$ cat src/hw/rtl/wbc_pkg.sv
// shared types, constants and helpers for the windowed burst counter
`default_nettype none

package wbc_pkg;

	// field widths
	localparam int unsigned CARD_W   = 63;
	localparam int unsigned TIME_W   = 40;
	localparam int unsigned TOTAL_W  = 32;
	localparam int unsigned WIN_W    = 32;
	localparam int unsigned THR_W    = 7;
	// wide enough for the occupancy at the largest window depth
	localparam int unsigned ACC_W    = 13;
	// configuration port
	localparam int unsigned APB_DW   = 32;
	localparam int unsigned APB_AW   = 3;

	// register indexes (address bit 2)
	localparam logic REG_WINDOW    = 1'b0;
	localparam logic REG_THRESHOLD = 1'b1;

	// reset values of the registers
	localparam logic [WIN_W-1:0] WINDOW_RESET    = 32'd300;
	localparam logic [THR_W-1:0] THRESHOLD_RESET = 7'd3;

	typedef struct packed {
		logic [CARD_W-1:0] card_number;
		logic [TIME_W-1:0] event_time;
		logic              end_of_data;
	} item_t;

	typedef struct packed {
		logic [TOTAL_W-1:0] suspicious_total;
		logic               total_final;
	} result_t;

	typedef struct packed {
		logic [WIN_W-1:0] window_seconds;
		logic [THR_W-1:0] count_threshold;
	} cfg_t;

	typedef enum logic [2:0] {
		ST_WAIT,
		ST_READ,
		ST_CHECK,
		ST_PUSH,
		ST_END,
		ST_EMIT
	} eng_state_t;

	// saturating add of a small count onto the running total
	function automatic logic [TOTAL_W-1:0] sat_add(input logic [TOTAL_W-1:0] a,
			input logic [ACC_W-1:0] k);
		logic [TOTAL_W:0] sum;
		sum = {1'b0, a} + (TOTAL_W+1)'(k);
		return sum[TOTAL_W] ? {TOTAL_W{1'b1}} : sum[TOTAL_W-1:0];
	endfunction

endpackage

`default_nettype wire

$ cat src/hw/rtl/wbc_cfg_regs.sv
// configuration registers behind the apb-style port
`default_nettype none

module wbc_cfg_regs (
	input  wire logic                       clk,
	input  wire logic                       arst_n,
	input  wire logic                       psel,
	input  wire logic                       penable,
	input  wire logic                       pwrite,
	input  wire logic [wbc_pkg::APB_AW-1:0] paddr,
	input  wire logic [wbc_pkg::APB_DW-1:0] pwdata,
	output logic      [wbc_pkg::APB_DW-1:0] prdata,
	output logic                            pready,
	output wbc_pkg::cfg_t                   cfg
);

	logic [wbc_pkg::WIN_W-1:0] window_q;
	logic [wbc_pkg::THR_W-1:0] threshold_q;
	logic                      wr_en;

	assign pready = 1'b1;
	assign wr_en  = psel & penable & pwrite & pready;

	// register write
	always_ff @(posedge clk or negedge arst_n) begin
		if (!arst_n) begin
			window_q    <= wbc_pkg::WINDOW_RESET;
			threshold_q <= wbc_pkg::THRESHOLD_RESET;
		end else if (wr_en) begin
			unique case (paddr[2])
				wbc_pkg::REG_WINDOW:    window_q    <= pwdata[wbc_pkg::WIN_W-1:0];
				wbc_pkg::REG_THRESHOLD: threshold_q <= pwdata[wbc_pkg::THR_W-1:0];
				default: ;
			endcase
		end
	end

	// read back
	always_comb begin
		unique case (paddr[2])
			wbc_pkg::REG_WINDOW:    prdata = window_q;
			wbc_pkg::REG_THRESHOLD: prdata = wbc_pkg::APB_DW'(threshold_q);
			default:                prdata = '0;
		endcase
	end

	assign cfg.window_seconds  = window_q;
	assign cfg.count_threshold = threshold_q;

endmodule

`default_nettype wire

$ cat src/hw/rtl/wbc_fifo.sv
// two-entry word queue between the front, the engine and the result side
`default_nettype none

module wbc_fifo #(
	parameter int unsigned WIDTH = 8
) (
	input  wire logic             clk,
	input  wire logic             arst_n,
	input  wire logic             wr_en,
	input  wire logic [WIDTH-1:0] wr_data,
	output logic                  full,
	input  wire logic             rd_en,
	output logic      [WIDTH-1:0] rd_data,
	output logic                  empty
);

	logic [WIDTH-1:0] slot_q [2];
	logic             wr_ptr_q;
	logic             rd_ptr_q;
	logic [1:0]       count_q;
	logic             do_wr;
	logic             do_rd;

	assign full    = count_q == 2'd2;
	assign empty   = count_q == 2'd0;
	assign do_wr   = wr_en & ~full;
	assign do_rd   = rd_en & ~empty;
	assign rd_data = slot_q[rd_ptr_q];

	// storage
	always_ff @(posedge clk) begin
		if (do_wr) begin
			slot_q[wr_ptr_q] <= wr_data;
		end
	end

	// pointers and fill level
	always_ff @(posedge clk or negedge arst_n) begin
		if (!arst_n) begin
			wr_ptr_q <= 1'b0;
			rd_ptr_q <= 1'b0;
			count_q  <= 2'd0;
		end else begin
			if (do_wr) begin
				wr_ptr_q <= ~wr_ptr_q;
			end
			if (do_rd) begin
				rd_ptr_q <= ~rd_ptr_q;
			end
			case ({do_wr, do_rd})
				2'b10:   count_q <= count_q + 2'd1;
				2'b01:   count_q <= count_q - 2'd1;
				default: count_q <= count_q;
			endcase
		end
	end

endmodule

`default_nettype wire

$ cat src/hw/rtl/wbc_engine.sv
// back end: window fifo of start times, head retirement, flush and scoring
`default_nettype none

module wbc_engine #(
	parameter int unsigned DEPTH = 64
) (
	input  wire logic            clk,
	input  wire logic            arst_n,
	input  wire wbc_pkg::cfg_t   cfg,
	input  wire wbc_pkg::item_t  in_item,
	input  wire logic            in_empty,
	output logic                 in_pop,
	input  wire logic            out_full,
	output logic                 out_push,
	output wbc_pkg::result_t     out_result
);

	localparam int unsigned HEAD_W = $clog2(DEPTH);
	localparam int unsigned OCC_W  = $clog2(DEPTH + 1);

	wbc_pkg::eng_state_t state_q, state_d;

	logic [wbc_pkg::TIME_W-1:0]  mem [DEPTH];
	logic [wbc_pkg::TIME_W-1:0]  rd_q;
	logic [HEAD_W-1:0]           head_q;
	logic [OCC_W-1:0]            occ_q;
	logic [wbc_pkg::CARD_W-1:0]  card_q;
	logic                        card_valid_q;
	logic [wbc_pkg::TOTAL_W-1:0] total_q;

	logic [wbc_pkg::THR_W-1:0]   thr;
	logic [wbc_pkg::ACC_W-1:0]   occ_ext;
	logic [wbc_pkg::ACC_W-1:0]   thr_ext;
	logic                        scores;
	logic [wbc_pkg::ACC_W-1:0]   flush_k;
	logic [HEAD_W-1:0]           head_inc;
	logic [OCC_W:0]              tail_sum;
	logic [HEAD_W-1:0]           tail;
	logic                        fifo_full;
	logic                        card_change;
	logic                        expired;
	logic                        rd_en;
	logic                        wr_en;
	logic [HEAD_W-1:0]           wr_addr;

	// threshold of zero behaves as one
	assign thr     = (cfg.count_threshold == '0) ? wbc_pkg::THR_W'(1) : cfg.count_threshold;
	assign occ_ext = wbc_pkg::ACC_W'(occ_q);
	assign thr_ext = wbc_pkg::ACC_W'(thr);
	assign scores  = occ_ext >= thr_ext;
	assign flush_k = scores ? (occ_ext - thr_ext + wbc_pkg::ACC_W'(1)) : '0;

	// ring arithmetic, depth need not be a power of two
	assign head_inc = (head_q == HEAD_W'(DEPTH - 1)) ? '0 : head_q + HEAD_W'(1);
	assign tail_sum = (OCC_W+1)'(head_q) + (OCC_W+1)'(occ_q);
	assign tail     = (tail_sum >= (OCC_W+1)'(DEPTH)) ?
		HEAD_W'(tail_sum - (OCC_W+1)'(DEPTH)) : HEAD_W'(tail_sum);
	assign fifo_full = occ_q == OCC_W'(DEPTH);

	assign card_change = card_valid_q && (in_item.card_number != card_q);
	// head plus window below the new time, without wrap
	assign expired = ({1'b0, rd_q} + (wbc_pkg::TIME_W+1)'(cfg.window_seconds))
		< {1'b0, in_item.event_time};

	// next state
	always_comb begin
		state_d = state_q;
		unique case (state_q)
			wbc_pkg::ST_WAIT:  if (!in_empty) state_d = wbc_pkg::ST_READ;
			wbc_pkg::ST_READ:  state_d = (occ_q == '0) ? wbc_pkg::ST_PUSH : wbc_pkg::ST_CHECK;
			wbc_pkg::ST_CHECK: state_d = expired ? wbc_pkg::ST_READ : wbc_pkg::ST_PUSH;
			wbc_pkg::ST_PUSH:  state_d = wbc_pkg::ST_END;
			wbc_pkg::ST_END:   state_d = wbc_pkg::ST_EMIT;
			wbc_pkg::ST_EMIT:  if (!out_full) state_d = wbc_pkg::ST_WAIT;
			default:           state_d = wbc_pkg::ST_WAIT;
		endcase
	end

	// outputs and memory strobes
	always_comb begin
		rd_en    = 1'b0;
		wr_en    = 1'b0;
		wr_addr  = tail;
		in_pop   = 1'b0;
		out_push = 1'b0;
		unique case (state_q)
			wbc_pkg::ST_READ: rd_en = occ_q != '0;
			wbc_pkg::ST_PUSH: begin
				wr_en   = 1'b1;
				wr_addr = fifo_full ? head_q : tail;
			end
			wbc_pkg::ST_EMIT: begin
				in_pop   = ~out_full;
				out_push = ~out_full;
			end
			default: ;
		endcase
	end

	assign out_result.suspicious_total = total_q;
	assign out_result.total_final      = in_item.end_of_data;

	always_ff @(posedge clk) begin
		if (wr_en) begin
			mem[wr_addr] <= in_item.event_time;
		end
		if (rd_en) begin
			rd_q <= mem[head_q];
		end
	end

	always_ff @(posedge clk or negedge arst_n) begin
		if (!arst_n) begin
			state_q <= wbc_pkg::ST_WAIT;
		end else begin
			state_q <= state_d;
		end
	end

	// window state and running total
	always_ff @(posedge clk or negedge arst_n) begin
		if (!arst_n) begin
			head_q       <= '0;
			occ_q        <= '0;
			card_q       <= '0;
			card_valid_q <= 1'b0;
			total_q      <= '0;
		end else begin
			case (state_q)
				wbc_pkg::ST_WAIT: begin
					if (!in_empty) begin
						if (card_change) begin
							total_q <= wbc_pkg::sat_add(total_q, flush_k);
							occ_q   <= '0;
							head_q  <= '0;
						end
						card_q       <= in_item.card_number;
						card_valid_q <= 1'b1;
					end
				end
				wbc_pkg::ST_CHECK: begin
					if (expired) begin
						total_q <= wbc_pkg::sat_add(total_q, wbc_pkg::ACC_W'(scores));
						head_q  <= head_inc;
						occ_q   <= occ_q - OCC_W'(1);
					end
				end
				wbc_pkg::ST_PUSH: begin
					// full window: the head goes early and the slot is reused
					if (fifo_full) begin
						total_q <= wbc_pkg::sat_add(total_q, wbc_pkg::ACC_W'(scores));
						head_q  <= head_inc;
					end else begin
						occ_q <= occ_q + OCC_W'(1);
					end
				end
				wbc_pkg::ST_END: begin
					if (in_item.end_of_data) begin
						total_q      <= wbc_pkg::sat_add(total_q, flush_k);
						occ_q        <= '0;
						head_q       <= '0;
						card_valid_q <= 1'b0;
					end
				end
				default: ;
			endcase
		end
	end

endmodule

`default_nettype wire

$ cat src/hw/rtl/windowed_burst_counter.sv
// top level of the windowed burst counter
//
//  channel  direction  handshake        payload
//  events   in         push / full      card_number, event_time, end_of_data
//  results  out        empty / pop      suspicious_total, total_final
//  config   in         apb psel/penable window_seconds (0x0), count_threshold (0x4)
//
// each word passes the wait, read, push, end and emit states, plus a check state
// when the window is not empty and a read and check for every head that leaves
// it: a retirement loop over the start-time memory, one registered read per head.
// two-word queues sit in front of and behind the engine, so a stalled pop
// does not block pushes until both queues fill.
// reset clears all control state; the start-time memory is not cleared.
`default_nettype none

module windowed_burst_counter #(
	parameter int unsigned WINDOW_DEPTH = 64
) (
	input  wire logic                             clk,
	input  wire logic                             arst_n,
	input  wire logic                             push,
	output logic                                  full,
	input  wire logic [wbc_pkg::CARD_W-1:0]       card_number,
	input  wire logic [wbc_pkg::TIME_W-1:0]       event_time,
	input  wire logic                             end_of_data,
	output logic                                  empty,
	input  wire logic                             pop,
	output logic      [wbc_pkg::TOTAL_W-1:0]      suspicious_total,
	output logic                                  total_final,
	input  wire logic                             psel,
	input  wire logic                             penable,
	input  wire logic                             pwrite,
	input  wire logic [wbc_pkg::APB_AW-1:0]       paddr,
	input  wire logic [wbc_pkg::APB_DW-1:0]       pwdata,
	output logic      [wbc_pkg::APB_DW-1:0]       prdata,
	output logic                                  pready
);

	localparam int unsigned ITEM_W = $bits(wbc_pkg::item_t);
	localparam int unsigned RES_W  = $bits(wbc_pkg::result_t);

	wbc_pkg::cfg_t    cfg;
	wbc_pkg::item_t   in_word;
	wbc_pkg::item_t   eng_item;
	wbc_pkg::result_t eng_result;
	wbc_pkg::result_t res_word;
	logic [ITEM_W-1:0] eng_item_bits;
	logic [RES_W-1:0]  res_bits;
	logic              in_empty;
	logic              in_pop;
	logic              res_full;
	logic              res_push;

	assign in_word.card_number = card_number;
	assign in_word.event_time  = event_time;
	assign in_word.end_of_data = end_of_data;

	// configuration registers
	wbc_cfg_regs u_cfg (
		.clk     (clk),
		.arst_n  (arst_n),
		.psel    (psel),
		.penable (penable),
		.pwrite  (pwrite),
		.paddr   (paddr),
		.pwdata  (pwdata),
		.prdata  (prdata),
		.pready  (pready),
		.cfg     (cfg)
	);

	// front queue of incoming words
	wbc_fifo #(.WIDTH(ITEM_W)) u_in_q (
		.clk     (clk),
		.arst_n  (arst_n),
		.wr_en   (push),
		.wr_data (in_word),
		.full    (full),
		.rd_en   (in_pop),
		.rd_data (eng_item_bits),
		.empty   (in_empty)
	);

	assign eng_item = wbc_pkg::item_t'(eng_item_bits);

	// window engine
	wbc_engine #(.DEPTH(WINDOW_DEPTH)) u_engine (
		.clk        (clk),
		.arst_n     (arst_n),
		.cfg        (cfg),
		.in_item    (eng_item),
		.in_empty   (in_empty),
		.in_pop     (in_pop),
		.out_full   (res_full),
		.out_push   (res_push),
		.out_result (eng_result)
	);

	// result queue
	wbc_fifo #(.WIDTH(RES_W)) u_res_q (
		.clk     (clk),
		.arst_n  (arst_n),
		.wr_en   (res_push),
		.wr_data (eng_result),
		.full    (res_full),
		.rd_en   (pop),
		.rd_data (res_bits),
		.empty   (empty)
	);

	assign res_word         = wbc_pkg::result_t'(res_bits);
	assign suspicious_total = res_word.suspicious_total;
	assign total_final      = res_word.total_final;

	// engine never pushes into a full result queue
	a_push_room: assert property (@(posedge clk) disable iff (!arst_n)
		res_push |-> !res_full)
		else $error("engine pushed into a full result queue");

	// a word is retired from the front only when it is there
	a_pop_valid: assert property (@(posedge clk) disable iff (!arst_n)
		in_pop |-> !in_empty)
		else $error("engine popped an empty front queue");

	// each result leaves together with its own event word
	a_pop_pairs: assert property (@(posedge clk) disable iff (!arst_n)
		res_push == in_pop)
		else $error("result push and event pop out of step");

	// a pushed result is visible on the next cycle
	a_result_shows: assert property (@(posedge clk) disable iff (!arst_n)
		res_push |=> !empty)
		else $error("pushed result not visible");

endmodule

`default_nettype wire

$ cat config.mk
export PLATFORM = sky130hd
export DESIGN_NAME = windowed_burst_counter
export DESIGN_NICKNAME = d
export VERILOG_FILES = /design/src/hw/rtl/wbc_pkg.sv /design/src/hw/rtl/wbc_cfg_regs.sv /design/src/hw/rtl/wbc_fifo.sv /design/src/hw/rtl/wbc_engine.sv /design/src/hw/rtl/windowed_burst_counter.sv
export SDC_FILE = /design/constraint.sdc
export NUM_CORES = 2
export LEC_CHECK = 0
export BUFFER_PORTS_ARGS = -buffer_cell sky130_fd_sc_hd__buf_2
export CAP_MARGIN = 0
export CORE_MARGIN = 10
export CORE_UTILIZATION = 61
export DETAILED_ROUTE_END_ITERATION = 8
export HOLD_SLACK_MARGIN = 0.12
export PLACE_DENSITY = 0.78
export REMOVE_ABC_BUFFERS = 1
export SLEW_MARGIN = 10
export SYNTH_ARGS = -nofsm -noshare
export SYNTH_HDL_FRONTEND = slang
export SYNTH_SLANG_ARGS = --single-unit
$ cat constraint.sdc
create_clock -name clk -period 11 [get_ports clk]
set_clock_uncertainty 0.15 [all_clocks]
set_input_delay 0.55 -clock clk [delete_from_list [all_inputs] [get_ports clk]]
set_output_delay 0.55 -clock clk [all_outputs]
set_load 0.05 [all_outputs]
======== After elaboration in Yosys (flattened, before gate mapping) ========
Memories as Yosys holds them, arrays and structs flattened. A register that Yosys moved wholly into a read port is not among the register bits.
Index checks and enable logic that the tools add are counted.
storage, ports and cells
  bits in registers ....................... 159
  latch bits .............................. 0
  bits in writable memories ............... 2,834
  memory bits (read-only) ................. 0
  input bits .............................. 146
  output and inout bits ................... 68
  logic and storage cells ................. 134
  memories ................................ 3
memories
  name            depth  bits a word  read ports  clocked after memory_dff  write ports  line              text
  u_engine.mem    64     40           1           1                         1            wbc_engine.sv:23  logic [wbc_pkg::TIME_W-1:0] mem [DEPTH];
  u_in_q.slot_q   2      104          1           0                         1            wbc_fifo.sv:17    logic [WIDTH-1:0] slot_q [2];
  u_res_q.slot_q  2      33           1           0                         1            wbc_fifo.sv:17
cells by class
  add/sub/neg operators ................... 14
  multipliers ............................. 0
  div/mod/pow operators ................... 0
  order comparisons ....................... 3
  eq/ne operators ......................... 21
  shift-type cells ........................ 0
  muxes and demuxes ....................... 46
  bitwise gates (word level) .............. 15
  reduce and logical (&&, ||, !) cells .... 18
operators with widths
  cell                                                                number
  2-to-1 mux 32 bit                                                   7
  one-hot mux 32 bit (4 select lines)                                 1
  one-hot mux 32 bit (2 select lines)                                 1
  != test 63 bit                                                      1
  2-to-1 mux 6 bit                                                    9
  2-to-1 mux 7 bit                                                    6
  adder 40 x 32 -> 41 bit                                             1
  less-than comparator 41 x 40 -> 1 bit                               1
  adder 32 x 1 -> 33 bit                                              1
  adder 32 x 13 -> 33 bit                                             1
  one-hot mux 7 bit (4 select lines)                                  1
  one-hot mux 6 bit (4 select lines)                                  1
  one-hot mux 3 bit (6 select lines)                                  1
  logical NOT 7 bit                                                   2
  adder 13 x 1 -> 13 bit (second input constant)                      1
  2-to-1 mux 13 bit                                                   1
  2-to-1 mux 1 bit                                                    12
  AND reduction 6 bit                                                 2
  inverter 1 bit                                                      9
  adder 6 x 7 -> 8 bit                                                1
  equality test 2 bit (second input constant)                         4
  greater-or-equal comparator 8 x 7 -> 1 bit (second input constant)  1
  != test 2 bit (second input constant)                               4
  one-hot mux 2 bit (2 select lines)                                  2
  other kinds (27)                                                    46

======== Depth between registers and ports, before layout ========
  depth in word-level cells ............... 10
  gate-level depth with buffers ........... 24
  depth with buffers taken out ............ 22

======== Cells and area by module ========
Synthesis repeated with hierarchy kept, for this count alone.
unflattened totals
  cells, all modules ...................... 5,533
  area total of the unflattened synthesis .. 120,941.0 um^2
by module, submodules not included
  module               instances  cells an instance  area each (um^2)  seq. area each (um^2)
  wbc_engine           1          4,949              108,397.7         80,877.6
  wbc_fifo at u_in_q   1          342                7,950.1           6,346.1
  wbc_fifo at u_res_q  1          121                2,730.1           2,082.0
  wbc_cfg_regs         1          121                1,863.0           983.4

======== Worst setup path after synthesis ========
Ideal clock, no wire load.
  kind .................................... register to register
  from .................................... register u_in_q.count_q[0]
  to ...................................... memory u_in_q.slot_q[0][0] (netlist name) (enable)
  library setup time ...................... 0.568 ns
  arrival ................................. 4.976 ns
  data required time ...................... 10.282 ns
  setup slack ............................. 5.307 ns
  cell stages (with the launch flop) ...... 4
  buffers on the path ..................... 0
  clock period less this slack ............ 5.693 ns
  cells stage by stage .................... dfrtp_1 > nand2b_1 > nand2_1 > nor2_1
on the way
  cells in the longest elaborated chain, start to end .. 5
ends and longest elaborated chain
  item                                    line            text
  start: declaration                      wbc_fifo.sv:20  logic [1:0] count_q;
  start signal: assignment                wbc_fifo.sv:51  2'b10: count_q <= count_q + 2'd1;
  start signal: assignment                wbc_fifo.sv:52  2'b01: count_q <= count_q - 2'd1;
  start signal: assignment                wbc_fifo.sv:53  default: count_q <= count_q;
  equality test 2 bit                     wbc_fifo.sv:24  assign full = count_q == 2'd2;
  inverter 1 bit                          wbc_fifo.sv:26  assign do_wr = wr_en & ~full;
  AND 1 bit                               wbc_fifo.sv:26
  2-to-1 mux 1 bit                        wbc_fifo.sv:32  if (do_wr) begin
  2-to-1 mux 1 bit (implied by the code)  wbc_fifo.sv:33  slot_q[wr_ptr_q] <= wr_data;
  end: declaration                        wbc_fifo.sv:17
Every way passes these cells.

======== Final worst setup path ========
  from .................................... register u_cfg.window_q[3] (netlist name)
  to ...................................... register u_engine.total_q[17] (netlist name)
on the way
  cells in the longest elaborated chain, start to end .. 4
ends and longest elaborated chain
  item                                   line                text
  start: declaration                     wbc_cfg_regs.sv:17  logic [wbc_pkg::WIN_W-1:0] window_q;
  start signal: assignment               wbc_cfg_regs.sv:27  window_q <= wbc_pkg::WINDOW_RESET;
  start signal: assignment               wbc_cfg_regs.sv:31  wbc_pkg::REG_WINDOW: window_q <= pwdata[wbc_pkg::WIN_W-1:0];
  adder 40 x 32 -> 41 bit                wbc_engine.sv:62    assign expired = ({1'b0, rd_q} + (wbc_pkg::TIME_W+1)'(cfg.window_seconds))
  less-than comparator 41 x 40 -> 1 bit  wbc_engine.sv:63    < {1'b0, in_item.event_time};
  != test 2 x 1 -> 1 bit (no line)       -
  AND reduction 6 bit (no line)          -
  end signal: assignment                 wbc_engine.sv:133   total_q <= wbc_pkg::sat_add(total_q, flush_k);
  end signal: assignment                 wbc_engine.sv:143   total_q <= wbc_pkg::sat_add(total_q, wbc_pkg::ACC_W'(scores));
  end signal: assignment                 wbc_engine.sv:151   total_q <= wbc_pkg::sat_add(total_q, wbc_pkg::ACC_W'(scores));
  end: declaration                       wbc_engine.sv:29    logic [wbc_pkg::TOTAL_W-1:0] total_q;
Every way passes these cells.
A chain may end at the register's enable or synchronous reset.

==> flow_metrics.py <==
metrics = {
    "setup_path": {
        "crit_fanout": 42,
        "cp-startpoint": "u_cfg.window_q[3]$_DFFE_PN1P_",
        "cp.required_ns": 11.62,
        "cp-start-kind": "register",
        "worstSetupPathType": "reg -> reg",
        "rr_startpoint": "u_cfg.window_q[3]$_DFFE_PN1P_",
        "cp.arrival_ns": 7.81,
        "endpoint_kind": "register",
    },
    "floorplanning": {
        "rows": 162,
        "start_util_pct": 61.5,
        "top_level_ports": 214,
        "fp.dieArea_um2": 215000,
        "fp.dieH_um": 464,
        "die_w_um": 464,
        "core_um2": 196000,
    },
    "sta": {
        "tightest_slew_ns": 1.32,
        "hold_viol_final": 0,
        "fin_crit_ns": 7.19,
        "maxSlewHeadroom_pct": 9.54,
        "setup_viol": 0,
        "period_share_pct": 65.4,
        "finalWorstSetupSlack_ns": 3.81,
        "rsz0062_at_grt": "false",
        "slew_viol_final": 0,
        "fin_tns_setup_ns": 0,
        "fmax_mhz": 139,
        "whs_ns": 0.181,
    },
    "pwr": {
        "ir_drop_mv": 0.227,
        "leakagePower_nw": 43.6,
        "power.density_nw_per_um2": 249,
    },
    "drt": {
        "drt_wl_total_mm": 341,
        "drtPass1Iterations": 6,
        "wl_per_cell_um": 37.9,
        "drt_iter0_markers": 10000,
        "ant_nets": 0,
        "drc": 0,
        "viasPerCell": 7.10,
        "vias": 63800,
    },
    "synth": {
        "synthesis.area_um2": 120000,
        "synth-edff-count": 2874,
        "synth_xor_area_share_pct": 0.939,
        "synth_compound_area_share_pct": 2.05,
        "synthAdderAreaFrac_pct": 1.20,
        "ys.flop_type": "edfxtp_1",
        "synth_top_area_share_pct": 71.7,
        "syn_inst": 5594,
        "ys_top_cells_by_count": "edfxtp_1, mux4_2, clkbuf_1",
        "yosysSeqAreaShare_pct": 75.0,
        "syn_avg_cell_area_um2": 21.5,
        "async_reset_ff_share_pct": 5.24,
        "synth_cell_types": 79,
        "yosys.area.top_type": "edfxtp_1",
        "synth_seq_cells": 3033,
        "yosys_warnings": 0,
        "synth.area.mux_share_pct": 17.4,
        "yosys.area_share.simple_pct": 2.19,
        "synth.most_common_cell": "edfxtp_1",
        "synth_top_family_by_area": "multiplexers",
        "synthTopCellsByArea": "edfxtp_1, mux4_2, dfrtp_1",
    },
    "layout": {
        "area_delta_synth_final_pct": 13.3,
        "n_fill_cell": 11000,
        "final_nets": 6410,
        "drive_above_1_share_pct": 28.4,
        "final_util_pct": 69.7,
    },
    "global_route": {
        "grt_use_total_pct": 31.6,
        "gr-total-overflow": 0,
        "grt_pass1_wl_mm": 484,
        "grt_pass1_vias": 64600,
        "antenna_found_initial": 8,
        "grt_max_degree": 146,
    },
    "place": {
        "place_congestion": 0.905,
        "io_buffers": 210,
        "dp_slack_ns": 4.12,
        "dpl.hpwl_mm": 170,
    },
    "cts": {
        "clock_latency_ns": 0.95,
        "cts_tree": "yes",
        "cts_buffers": 311,
        "htreeDepth": 5,
        "clock_path_buffers": 4,
        "path_clk_slew_ns": 0.06,
        "cts.sinks": 3033,
        "cts-resized-gates": 0,
        "cts_root_buf": "clkbuf_16",
    },
    "outcome": {
        "status": "complete, no violations",
    },
    "flow_run": {
        "maxCapViolations": 0,
    },
    "min_path": {
        "hold_path_class": "in -> async",
    },
}
-- per-layer routing --
metal	global-route usage, %	share of wire, %
met1	41.0	33
met2	49.1	47
met3	7.94	12
met4	18.2	7.1
met5	0	0.017
-- path summary, 6_finish.rpt --
path,endpoint,slack [ns],cells past startpoint
min,u_engine.total_q[9]$_DFFE_PN0P_,0.18,2
min in group clk,u_in_q.slot_q[1][34]$_DFFE_PP_,0.18,2
max,u_engine.total_q[17]$_DFFE_PN0P_,3.81,20
min reg2reg,u_engine.card_q[24]$_DFFE_PN0P_,0.35,2
max reg2reg,u_engine.total_q[17]$_DFFE_PN0P_,3.81,20
max in group asynchronous,u_engine.head_q[4]$_DFFE_PN0P_,8.88,3
-- cell usage in the layout (no fill, tap or decap), drive strengths merged, types with 106 or more instances in the layout --
cell,synthesis,routed
clkbuf,172,376
dfrtp,153,153
buf,85,362
nand2,156,156
nor2,158,158
mux4,840,840
xnor2,106,106
edfxtp,2874,2874
ha,107,107
mux2i,108,108
clkinv,1,111
o21ai,126,126
dlygate4sd3,0,139
-- sequential cells by signal (all words and copies together) (netlist names), 7 cells and up --
signal	cells
u_engine.rd_q	40
u_engine.occ_q	7
u_engine.mem	2560
u_in_q.slot_q	208
u_cfg.window_q	32
u_res_q.slot_q	66
u_engine.total_q	32
u_engine.card_q	63
u_cfg.threshold_q	7
-- through the flow --
stage          instances  power, W  area [µm²]
2_1_floorplan       5337    0.0231      119000
3_3_place_gp        8324    0.0233      125000
3_5_place_dp        8324    0.0236      125000
4_1_cts             8982    0.0338      136000
5_1_grt             8982    0.0350      136000
6_report            8983    0.0339      136000
-- critical path, cell delays in order, from the launching register on --
cell and delay [ns]:
dfstp_2 0.60, ha_1 0.31, a21o_1 0.21, a21oi_1 0.18
a21oi_1 0.14, o41a_1 0.55, a2111oi_2 0.51, o31ai_1 0.30
o21ai_0 0.29, xnor2_1 0.13, ha_1 0.33, nand4_1 0.15
nor4_1 0.89, o2111ai_1 0.27, o211ai_1 0.26, or3_1 0.28
o21ai_2 0.08, buf_4 0.31, and2_1 0.42, buf_4 0.32
a221o_1 0.34
-- where the power goes --
group	switching, W	internal, W	total (W)
Combinational	0.00536	0.00335	0.00871
Sequential	0.000534	0.0145	0.0151
Clock	0.00434	0.00579	0.0101
Total	0.0102	0.0237	0.0339
-- cell type report --
class	count	area, µm²	share of cell area, %
diodes	1	2.50	0.00184
flip-flops and latches	3033	90300	66.3
inverters	89	337	0.247
clock inverters	144	1260	0.923
repair buffers	502	3700	2.71
multi-input cells	2215	29200	21.4
clock buffers	375	8220	6.03
well taps	2624	3280	2.41
-- cells by family (layout without fill, tap and decap cells) --
group,after synthesis,after routing
AO/OA/AOI/OAI,386,386
XOR/XNOR,129,129
adder cells (fa/ha/maj),112,112
buffers and inverters,346,1110
flip-flops,3033,3033
multiplexers,1036,1036
other,1,2
AND/OR/NAND/NOR,551,551
-- repair_timing --
| action | CTS | global route |
|---|---|---|
| hold buffers | 139 | 0 |
| setup buffers | 0 | 0 |
| endpoints found under the hold margin | 370 | 0 |
Power figures use the tool's default switching activity.
